<file path="config.mk">
export PLATFORM = sky130hd
export DESIGN_NAME = hex_register_frame_parser_top
export DESIGN_NICKNAME = d
export VERILOG_FILES = /design/src/hw/rtl/hrfp_pkg.sv /design/src/hw/rtl/hex_register_frame_parser_top.sv /design/src/hw/rtl/hrfp_parser.sv
export SDC_FILE = /design/constraint.sdc
export NUM_CORES = 1
export LEC_CHECK = 0
export BUFFER_PORTS_ARGS = -buffer_cell sky130_fd_sc_hd__buf_2
export CAP_MARGIN = 20
export CORE_UTILIZATION = 35
export CTS_CLUSTER_DIAMETER = 40
export DETAILED_ROUTE_END_ITERATION = 7
export GPL_TIMING_DRIVEN = 1
export REMOVE_ABC_BUFFERS = 1
export SLEW_MARGIN = 20
export SYNTH_ARGS = -nofsm -noshare
export SYNTH_HDL_FRONTEND = slang
export SYNTH_SLANG_ARGS = --single-unit
</file>
<file path="constraint.sdc">
create_clock -name i_clk -period 10.9 [get_ports i_clk]
set_clock_uncertainty 0.2 [all_clocks]
set_input_delay 1.635 -clock i_clk [delete_from_list [all_inputs] [get_ports i_clk]]
set_output_delay 1.635 -clock i_clk [all_outputs]
set_load 0.005 [all_outputs]
</file>
<file path="src/hw/rtl/hrfp_pkg.sv">
package hrfp_pkg;

    // Character codes and checksum constants
    localparam logic [7:0] CharColon   = 8'h3A;
    localparam logic [7:0] CharNewline = 8'h0A;
    localparam logic [7:0] CsumSeed    = 8'h07;
    localparam logic [7:0] CsumGood    = 8'h55;
    localparam logic [3:0] PosSaturate = 4'd12;

    // Pair start positions that carry the id and value bytes
    localparam logic [3:0] PosIdLow    = 4'd2;
    localparam logic [3:0] PosIdHigh   = 4'd4;
    localparam logic [3:0] PosValLow   = 4'd8;
    localparam logic [3:0] PosValHigh  = 4'd10;

    // Register reset values and indexes
    localparam logic [15:0] VoltIdReset = 16'd60813;
    localparam logic [15:0] CurrIdReset = 16'd60815;
    localparam logic        RegVoltId   = 1'b0;
    localparam logic        RegCurrId   = 1'b1;

    // Reading kinds
    localparam logic KindVoltage = 1'b0;
    localparam logic KindCurrent = 1'b1;

    // One reading produced by the parser for the byte it sees
    typedef struct packed {
        logic               hit;
        logic               kind;
        logic signed [16:0] value;
    } t_reading;

    // Decode one ASCII hex digit: bit 4 flags a valid digit, bits 3:0 the nibble
    function automatic logic [4:0] hex_decode(input logic [7:0] c);
        logic [4:0] res;
        res = 5'b0;
        if (c >= 8'h30 && c <= 8'h39) begin
            res = {1'b1, 4'(c - 8'h30)};
        end else if (c >= 8'h41 && c <= 8'h46) begin
            res = {1'b1, 4'(c - 8'h37)};
        end else if (c >= 8'h61 && c <= 8'h66) begin
            res = {1'b1, 4'(c - 8'h57)};
        end
        return res;
    endfunction

endpackage

</file>
<file path="src/hw/rtl/hex_register_frame_parser_top.sv">
// Parses newline-terminated ASCII hex register frames from a serial byte
// stream and reports voltage and current readings. Each received character is
// one request on the input channel; a character is taken every cycle while the
// result side keeps up. A character passes through one input register and the
// decode and checksum logic; the reading of a frame is loaded into an output
// register when the staged newline that closes the frame advances. Only a
// newline that produces a reading waits for the output register to free up;
// all other characters flow regardless of the output side. The register ids at
// byte addresses 0 (voltage) and 4 (current) are written over the APB port; the
// user must write them while the block is idle; the block does not enforce it.
module hex_register_frame_parser_top (
    input  logic               i_clk,
    input  logic               i_rst_n,
    // Character channel
    input  logic               i_in_valid,
    output logic               o_in_ready,
    input  logic [7:0]         i_rx_byte,
    // Reading channel
    output logic               o_out_valid,
    input  logic               i_out_ready,
    output logic               o_reading_kind,
    output logic signed [16:0] o_reading_value,
    // Register port
    input  logic               psel,
    input  logic               penable,
    input  logic               pwrite,
    input  logic [2:0]         paddr,
    input  logic [31:0]        pwdata,
    output logic [31:0]        prdata,
    output logic               pready
);

    logic [15:0]        r_volt_id;
    logic [15:0]        r_curr_id;
    logic               r_stg_valid;
    logic [7:0]         r_stg_byte;
    logic               r_out_valid;
    logic               r_out_kind;
    logic signed [16:0] r_out_value;

    hrfp_pkg::t_reading res;
    logic               out_free;
    logic               stg_adv;
    logic               reg_wr;

    // Register port: always ready, index from the word address
    assign pready = 1'b1;
    assign reg_wr = psel && penable && pwrite && pready;
    assign prdata = (paddr[2] == hrfp_pkg::RegCurrId) ? {16'd0, r_curr_id}
                                                       : {16'd0, r_volt_id};

    always_ff @(posedge i_clk) begin
        if (!i_rst_n) begin
            r_volt_id <= hrfp_pkg::VoltIdReset;
            r_curr_id <= hrfp_pkg::CurrIdReset;
        end else if (reg_wr) begin
            if (paddr[2] == hrfp_pkg::RegVoltId) begin
                r_volt_id <= pwdata[15:0];
            end else begin
                r_curr_id <= pwdata[15:0];
            end
        end
    end

    // Stage flow: hold a newline with a reading until the output slot frees
    assign out_free   = !r_out_valid || i_out_ready;
    assign stg_adv    = r_stg_valid && (!res.hit || out_free);
    assign o_in_ready = !r_stg_valid || stg_adv;

    always_ff @(posedge i_clk) begin
        if (!i_rst_n) begin
            r_stg_valid <= 1'b0;
        end else if (o_in_ready) begin
            r_stg_valid <= i_in_valid;
        end
    end

    always_ff @(posedge i_clk) begin
        if (i_in_valid && o_in_ready) begin
            r_stg_byte <= i_rx_byte;
        end
    end

    hrfp_parser u_parser (
        .i_clk     (i_clk),
        .i_rst_n   (i_rst_n),
        .i_fire    (stg_adv),
        .i_byte    (r_stg_byte),
        .i_volt_id (r_volt_id),
        .i_curr_id (r_curr_id),
        .o_result  (res)
    );

    // Output register: load a reading, drop it once taken
    always_ff @(posedge i_clk) begin
        if (!i_rst_n) begin
            r_out_valid <= 1'b0;
        end else if (stg_adv && res.hit) begin
            r_out_valid <= 1'b1;
        end else if (i_out_ready) begin
            r_out_valid <= 1'b0;
        end
    end

    always_ff @(posedge i_clk) begin
        if (stg_adv && res.hit) begin
            r_out_kind  <= res.kind;
            r_out_value <= res.value;
        end
    end

    assign o_out_valid     = r_out_valid;
    assign o_reading_kind  = r_out_kind;
    assign o_reading_value = r_out_value;

`ifndef ASSERT_OFF
    // A staged character that cannot advance stays put
    a_stg_hold: assert property (@(posedge i_clk) disable iff (!i_rst_n)
        r_stg_valid && !stg_adv |=> r_stg_valid && $stable(r_stg_byte))
        else $error("staged character lost or changed while stalled");

    // Readings come only from a newline
    a_hit_on_lf: assert property (@(posedge i_clk) disable iff (!i_rst_n)
        stg_adv && res.hit |-> r_stg_byte == hrfp_pkg::CharNewline)
        else $error("reading produced by a non-newline character");

    // A voltage reading is a sign-extended 16-bit value
    a_volt_range: assert property (@(posedge i_clk) disable iff (!i_rst_n)
        r_out_valid && r_out_kind == hrfp_pkg::KindVoltage
        |-> r_out_value[16] == r_out_value[15])
        else $error("voltage reading out of 16-bit range");

    // A pending reading is never overwritten before it is taken
    a_out_keep: assert property (@(posedge i_clk) disable iff (!i_rst_n)
        r_out_valid && !i_out_ready |=> r_out_valid && $stable(r_out_value))
        else $error("pending reading overwritten");
`endif

endmodule

</file>
<file path="src/hw/rtl/hrfp_parser.sv">
module hrfp_parser (
    input  logic               i_clk,
    input  logic               i_rst_n,
    input  logic               i_fire,
    input  logic [7:0]         i_byte,
    input  logic [15:0]        i_volt_id,
    input  logic [15:0]        i_curr_id,
    output hrfp_pkg::t_reading o_result
);

    logic [3:0]  r_pos,        n_pos;
    logic        r_colon,      n_colon;
    logic        r_phase,      n_phase;
    logic [3:0]  r_high_nib,   n_high_nib;
    logic        r_high_valid, n_high_valid;
    logic [7:0]  r_csum,       n_csum;
    logic [15:0] r_id,         n_id;
    logic [15:0] r_value,      n_value;

    logic [4:0]         hex;
    logic [7:0]         pair_byte;
    logic [3:0]         start;
    logic               is_lf;
    logic               frame_good;
    logic               volt_match;
    logic               curr_match;
    logic signed [16:0] value_ext;

    // Decode the character and form the byte of a completed pair
    assign hex       = hrfp_pkg::hex_decode(i_byte);
    assign pair_byte = (hex[4] && r_high_valid) ? {r_high_nib, hex[3:0]} : 8'h00;
    assign start     = r_pos - 4'd1;
    assign is_lf     = (i_byte == hrfp_pkg::CharNewline);

    // Judge the frame closed by a newline
    assign frame_good = r_colon && (r_csum == hrfp_pkg::CsumGood);
    assign volt_match = (r_id == i_volt_id);
    assign curr_match = (r_id == i_curr_id);
    assign value_ext  = {r_value[15], r_value};

    always_comb begin
        o_result.hit   = is_lf && frame_good && (volt_match || curr_match);
        o_result.kind  = volt_match ? hrfp_pkg::KindVoltage : hrfp_pkg::KindCurrent;
        o_result.value = volt_match ? value_ext : 17'(17'sd0 - value_ext);
    end

    // Next parse state for the current character
    always_comb begin
        n_pos        = r_pos;
        n_colon      = r_colon;
        n_phase      = r_phase;
        n_high_nib   = r_high_nib;
        n_high_valid = r_high_valid;
        n_csum       = r_csum;
        n_id         = r_id;
        n_value      = r_value;
        if (is_lf) begin
            n_pos        = 4'd0;
            n_colon      = 1'b0;
            n_phase      = 1'b0;
            n_high_nib   = 4'd0;
            n_high_valid = 1'b0;
            n_csum       = hrfp_pkg::CsumSeed;
            n_id         = 16'd0;
            n_value      = 16'd0;
        end else begin
            if (r_pos == 4'd0) begin
                n_colon = (i_byte == hrfp_pkg::CharColon);
            end else if (r_pos >= 4'd2) begin
                if (!r_phase) begin
                    n_high_nib   = hex[3:0];
                    n_high_valid = hex[4];
                    n_phase      = 1'b1;
                end else begin
                    n_csum = r_csum + pair_byte;
                    if (start == hrfp_pkg::PosIdLow) begin
                        n_id[7:0] = pair_byte;
                    end else if (start == hrfp_pkg::PosIdHigh) begin
                        n_id[15:8] = pair_byte;
                    end else if (start == hrfp_pkg::PosValLow) begin
                        n_value[7:0] = pair_byte;
                    end else if (start == hrfp_pkg::PosValHigh) begin
                        n_value[15:8] = pair_byte;
                    end
                    n_phase      = 1'b0;
                    n_high_valid = 1'b0;
                    n_high_nib   = 4'd0;
                end
            end
            if (r_pos < hrfp_pkg::PosSaturate) begin
                n_pos = r_pos + 4'd1;
            end
        end
    end

    // Advance the parse state on each consumed character
    always_ff @(posedge i_clk) begin
        if (!i_rst_n) begin
            r_pos        <= 4'd0;
            r_colon      <= 1'b0;
            r_phase      <= 1'b0;
            r_high_nib   <= 4'd0;
            r_high_valid <= 1'b0;
            r_csum       <= hrfp_pkg::CsumSeed;
            r_id         <= 16'd0;
            r_value      <= 16'd0;
        end else if (i_fire) begin
            r_pos        <= n_pos;
            r_colon      <= n_colon;
            r_phase      <= n_phase;
            r_high_nib   <= n_high_nib;
            r_high_valid <= n_high_valid;
            r_csum       <= n_csum;
            r_id         <= n_id;
            r_value      <= n_value;
        end
    end

endmodule

</file>
== Yosys cells after proc, flatten, opt, wreduce, memory -nomap -nowiden ==
Cells that the tools add are included.
W data, S select, Z words.
Cells by class
  add/subtract/negate cells: 7
  magnitude comparators: 8
  eq/ne operators: 13
  multiplexer cells: 45
  bitwise operators: 1
  reductions and logical operators: 39
Operators with widths (count)
  $mux W16: 11
  $mux W8: 11
  $eq A16 B16 Y1: 2
  $mux W4: 6
  $reduce_bool A2 Y1: 9
  $mux W17: 1
  $sub A1 B16 Y17 const A: 1
  $ge A8 B7 Y1 const B: 2
  $le A8 B7 Y1 const B: 2
  $mux W5: 3
  $mux W1: 13
  $logic_and A1 B1 Y1: 12
  $add A8 B8 Y8: 1
  $eq A4 B4 Y1 const B: 2
  $eq A8 B4 Y1 const B: 1
  $eq A8 B6 Y1 const B: 1
  $eq A8 B7 Y1 const B: 1
  $ge A8 B6 Y1 const B: 1
  $le A8 B6 Y1 const B: 1
  $ne A2 B1 Y1 const B: 4
  $reduce_and A2 Y1: 4
  $reduce_and A8 Y1: 1
  $sub A4 B1 Y4 const B: 2
  $sub A4 B3 Y4 const B: 2
  other kinds (14): 19
Word-level totals
  bits in registers: 111
  bits of input ports: 50
  output and inout port bits: 53
  word-level logic and storage cells: 130

== Longest topological paths before layout ==
  word-level depth: 15
  depth in mapped cells: 14
  mapped depth without buffers: 14

== By module ==
Synthesis repeated with hierarchy kept, for this count alone.
Unflattened totals
  cells, all modules: 627
  area total of the unflattened synthesis: 5913.2 sq um
Modules (own cells, without submodules)
  hrfp_parser: times used 1, cells each 426, area each 3360.7 sq um, seq. area each 1021.0 sq um
  hex_register_frame_parser_top: times used 1, cells each 201, area each 2552.4 sq um, seq. area each 1461.4 sq um

== Worst setup path after synthesis ==
OpenSTA, ideal clock, no wires.
  path type: input to output
  start: input port paddr[2]
  end: output port prdata[10]
  data arrival time: 2.676 ns
  data required time: 9.065 ns
  setup slack: 6.389 ns
  stages: 3
  buffers on the path: 2
  path through: clkbuf_1 -> clkbuf_1 -> mux2_2
On the way
  longest elaborated chain between the ends: 1
Ends and longest elaborated chain
  from (decl): RTL line hex_register_frame_parser_top.sv:27  | input logic [2:0] paddr,
  $mux W16: RTL line hex_register_frame_parser_top.sv:49  | assign prdata = (paddr[2] == hrfp_pkg::RegCurrId) ? {16'd0, r_curr_id}
  to (decl): RTL line hex_register_frame_parser_top.sv:29  | output logic [31:0] prdata,
No other way between the ends.

== Worst setup path in the final report ==
  start: input port i_out_ready
  end: output port o_in_ready
On the way
  longest elaborated chain between the ends: 4
Ends and longest elaborated chain
  from (decl): RTL line hex_register_frame_parser_top.sv:20  | input logic i_out_ready,
  $logic_or A1 B1 Y1: RTL line hex_register_frame_parser_top.sv:66  | assign out_free = !r_out_valid || i_out_ready;
  $logic_or A1 B1 Y1: RTL line hex_register_frame_parser_top.sv:67  | assign stg_adv = r_stg_valid && (!res.hit || out_free);
  $logic_and A1 B1 Y1: RTL line hex_register_frame_parser_top.sv:67
  $logic_or A1 B1 Y1: RTL line hex_register_frame_parser_top.sv:68  | assign o_in_ready = !r_stg_valid || stg_adv;
  to (decl): RTL line hex_register_frame_parser_top.sv:16  | output logic o_in_ready,
No other way between the ends.

==> metrics.md <==
| Metric | Value |
|---|---|
| Status | `finished, final reports clean` |
| Total Power | `0.0008141 W` |
| Htree depth | `3` |
| Worst flop-to-flop path startpoint | `r_stg_byte[7]$_DFFE_PP_` |
| Crit-path max FO | `3` |
| DR iter-0 viols | `248` |
| Vias | `4510` |
| Unique masters post-synth | `63` |
| Cell area after layout | `6470 sq um` |
| Total grt overflow | `0` |
| Most frequent cell after synthesis | `nand2_1` |
| Num CTS Buffers | `9` |
| DP HPWL | `8994 um` |
| Die area | `16980 sq um` |
| Synth async-reset ratio | `0` |
| Top cell type's share of synthesized area | `0.2953` |
| CTS tree | `done` |
| R2r endpoint | `u_parser.r_csum[7]$_SDFFE_PN0P_` |
| Worst reg-to-reg path cell count | `11` |
| Critical path's most frequent cell | `buf_2` |
| Hold Crit Class | `reg2reg` |
| Hold slack | `0.2579 ns` |
| Number of synthesized flops with an enable pin | `26` |
| Clk sinks | `111` |
| Slew Limit Fails | `0` |
| Placed cell area | `6166 sq um` |
| Synthesized area | `5762 sq um` |
| Startpoint types | `primary input` |
| Drt first pass iters | `4` |
| Dominant cell type by area after synthesis | `dfxtp_1` |
| Period utilization | `0.4115` |
| Post-CTS Hold Fix Bufs | `0` |
| Hold Path Origin | `u_parser.r_high_nib[2]$_SDFFE_PN0P_` |
| Fillers | `1647` |
| Register area share after synthesis | `0.4308` |
| Final setup TNS | `0 ns` |
| Drt via density | `4.961` |
| Die X | `130.3 um` |
| Starting density of the core | `0.3601` |
| Critical path's largest stage delay | `0.21 ns` |
| Initial antenna violation count | `0` |
| Power Density | `125.8 nW/um^2` |
| Nets | `755` |
| Hold Crit Depth | `2` |
| FP Rows | `46` |
| Critical path arrival | `2.65 ns` |
| # setup viols final | `0` |
| Quantity of I/O buffers inserted on ports | `67` |
| Fin. Hold Viols | `0` |
| Longest Clk Path Bufs | `2` |
| Final core occ | `0.4044` |
| Hold Path Sink | `u_parser.r_high_nib[2]$_SDFFE_PN0P_` |
| Tmin final | `4.486 ns` |
| RSZ-0062 raised after global routing | `false` |
| Top Ports | `103` |
| Top FF cell, synth | `dfxtp_1` |
| WP data required | `9.07 ns` |
| Synth Register Bits | `111` |
| Clk pin slew, worst setup/hold paths | `0.07 ns` |
| Leakage | `2.519 nW` |
| Post-CTS Setup Repair Bufs | `0` |
| Root Buffer | `clkbuf_16` |
| Slew HR | `0.4397` |
| Crit path kind | `in2out` |
| Largest cells by area after synthesis | `dfxtp_1 (30%), edfxtp_1 (14%), nand2_1 (5.8%)` |
| DRC violations left | `0` |
| Vias in the first global route | `4011` |
| Slowest cell on crit path | `a21boi_2` |
| Max cap viols | `0` |
| Synthesized instance count | `642` |
| FMAX | `222.9 MHz` |
| Top cells by count, synth | `nand2_1 (89), dfxtp_1 (85), nand3_1 (60)` |
| Die Ht | `130.3 um` |
| Peak VDD IR | `74.48 uV` |
| Reg-to-reg slack, setup | `6.97 ns` |
| Total core area | `16000 sq um` |
| Area grow syn2layout | `12.29%` |
| Critical path cell sequence | `buf_2 -> nand2b_1 -> nor4_2 -> a21boi_2 -> nand2_1 -> buf_2` |
| Global-route wire length before repair | `20370 um` |
| Ant. Diodes | `0` |
| Final WL | `12640 um` |
| Wirelength per Cell | `13.91 um` |
| RePlAce Congestion | `0.7633` |
| Post-route ant nets | `0` |
| Syn_area_per_cell | `8.975 sq um` |
| All-layer global routing usage | `0.1544` |
| Layout cells sized above 1 | `0.1703` |
| Post-CTS sizing | `0` |
| Slew @ Worst Pin | `0.8379 ns` |
| Clk_lat worst skew | `0.35 ns` |
| Synth warn | `0` |
| Largest net degree at the start of global routing | `47` |
| CP Capture Type | `output port` |
-- cell type report --
type | instances | area (sq um) | area share
multi-input combinational | 475 | 2973 | 0.4595
sequential | 111 | 2482 | 0.3837
timing repair buffer | 71 | 365.4 | 0.05647
tap | 216 | 270.3 | 0.04177
clock buffer | 9 | 225.2 | 0.03481
clock inverter | 7 | 78.83 | 0.01218
inverter | 20 | 75.07 | 0.01160
-- power by group --
| part | switching, W | internal (W) | leakage (nW) |
|---|---|---|---|
| sequential | 0.00000697 | 0.000426 | 0.932 |
| combinational | 0.0000260 | 0.0000189 | 1.44 |
| clock | 0.000155 | 0.000181 | 0.146 |
| total | 0.000188 | 0.000626 | 2.52 |
-- how the worst max path moves through the flow --
stage	slack [ns]	start	endpoint	cells after the start
after floorplan	6.18	i_out_ready	o_in_ready	4
after global placement	6.38	i_out_ready	o_in_ready	6
after detailed placement	6.39	i_out_ready	o_in_ready	6
after CTS	6.38	i_out_ready	o_in_ready	6
after global routing	6.28	i_out_ready	o_in_ready	6
final	6.41	i_out_ready	o_in_ready	6
-- kinds of logic after synthesis --
group / share of synthesized area
flops: 0.4308
xor+xnor: 0.08361
fa+ha+maj: 0.03822
compound gates: 0.1485
mux: 0.04343
buf+inv: 0.06297
other cells: 0.001303
simple gates: 0.1911
-- sequential cells by signal (all words and copies together), names as in the netlist, 8 cells and up --
signal	count
u_parser.r_value	16
u_parser.r_csum	8
r_stg_byte	8
r_curr_id	16
u_parser.r_id	16
r_volt_id	16
o_reading_value	17
-- per-layer routing --
| metal | share of wire | track usage | vias up |
|---|---|---|---|
| met4 | 0.011 | 0.03762 | 0 |
| met2 | 0.45 | 0.2387 | 97 |
| li1 | - | - | 2313 |
| met3 | 0.050 | 0.03198 | 12 |
| met1 | 0.49 | 0.2185 | 2088 |
| met5 | 0 | 0 | - |
-- metrics by stage --
step                setup WS (ns)  cells
finish                      6.414    909
global placement            6.383    893
floorplan                   6.179    606
global route                6.278    909
CTS                         6.381    909
detailed placement          6.388    893
-- worst max-delay path, delay by kind of cell --
kind / cells / cell delay [ns]
AOI/OAI and AO/OA: 1 / 0.21
buffers and inverters: 2 / 0.28
and+or+nand+nor: 3 / 0.51
-- cell usage in the layout (no fill, tap or decap), types with 17 or more instances in the layout --
cell type	Yosys	routed
a21oi_1	57	57
buf_2	5	67
conb_1	2	17
dfxtp_1	85	85
edfxtp_1	26	26
inv_1	19	19
nand2_1	89	89
nand3_1	60	60
o21ai_0	45	45
xnor2_1	21	21
xor2_1	34	34
Note: power is estimated with default switching activity, not from simulation.
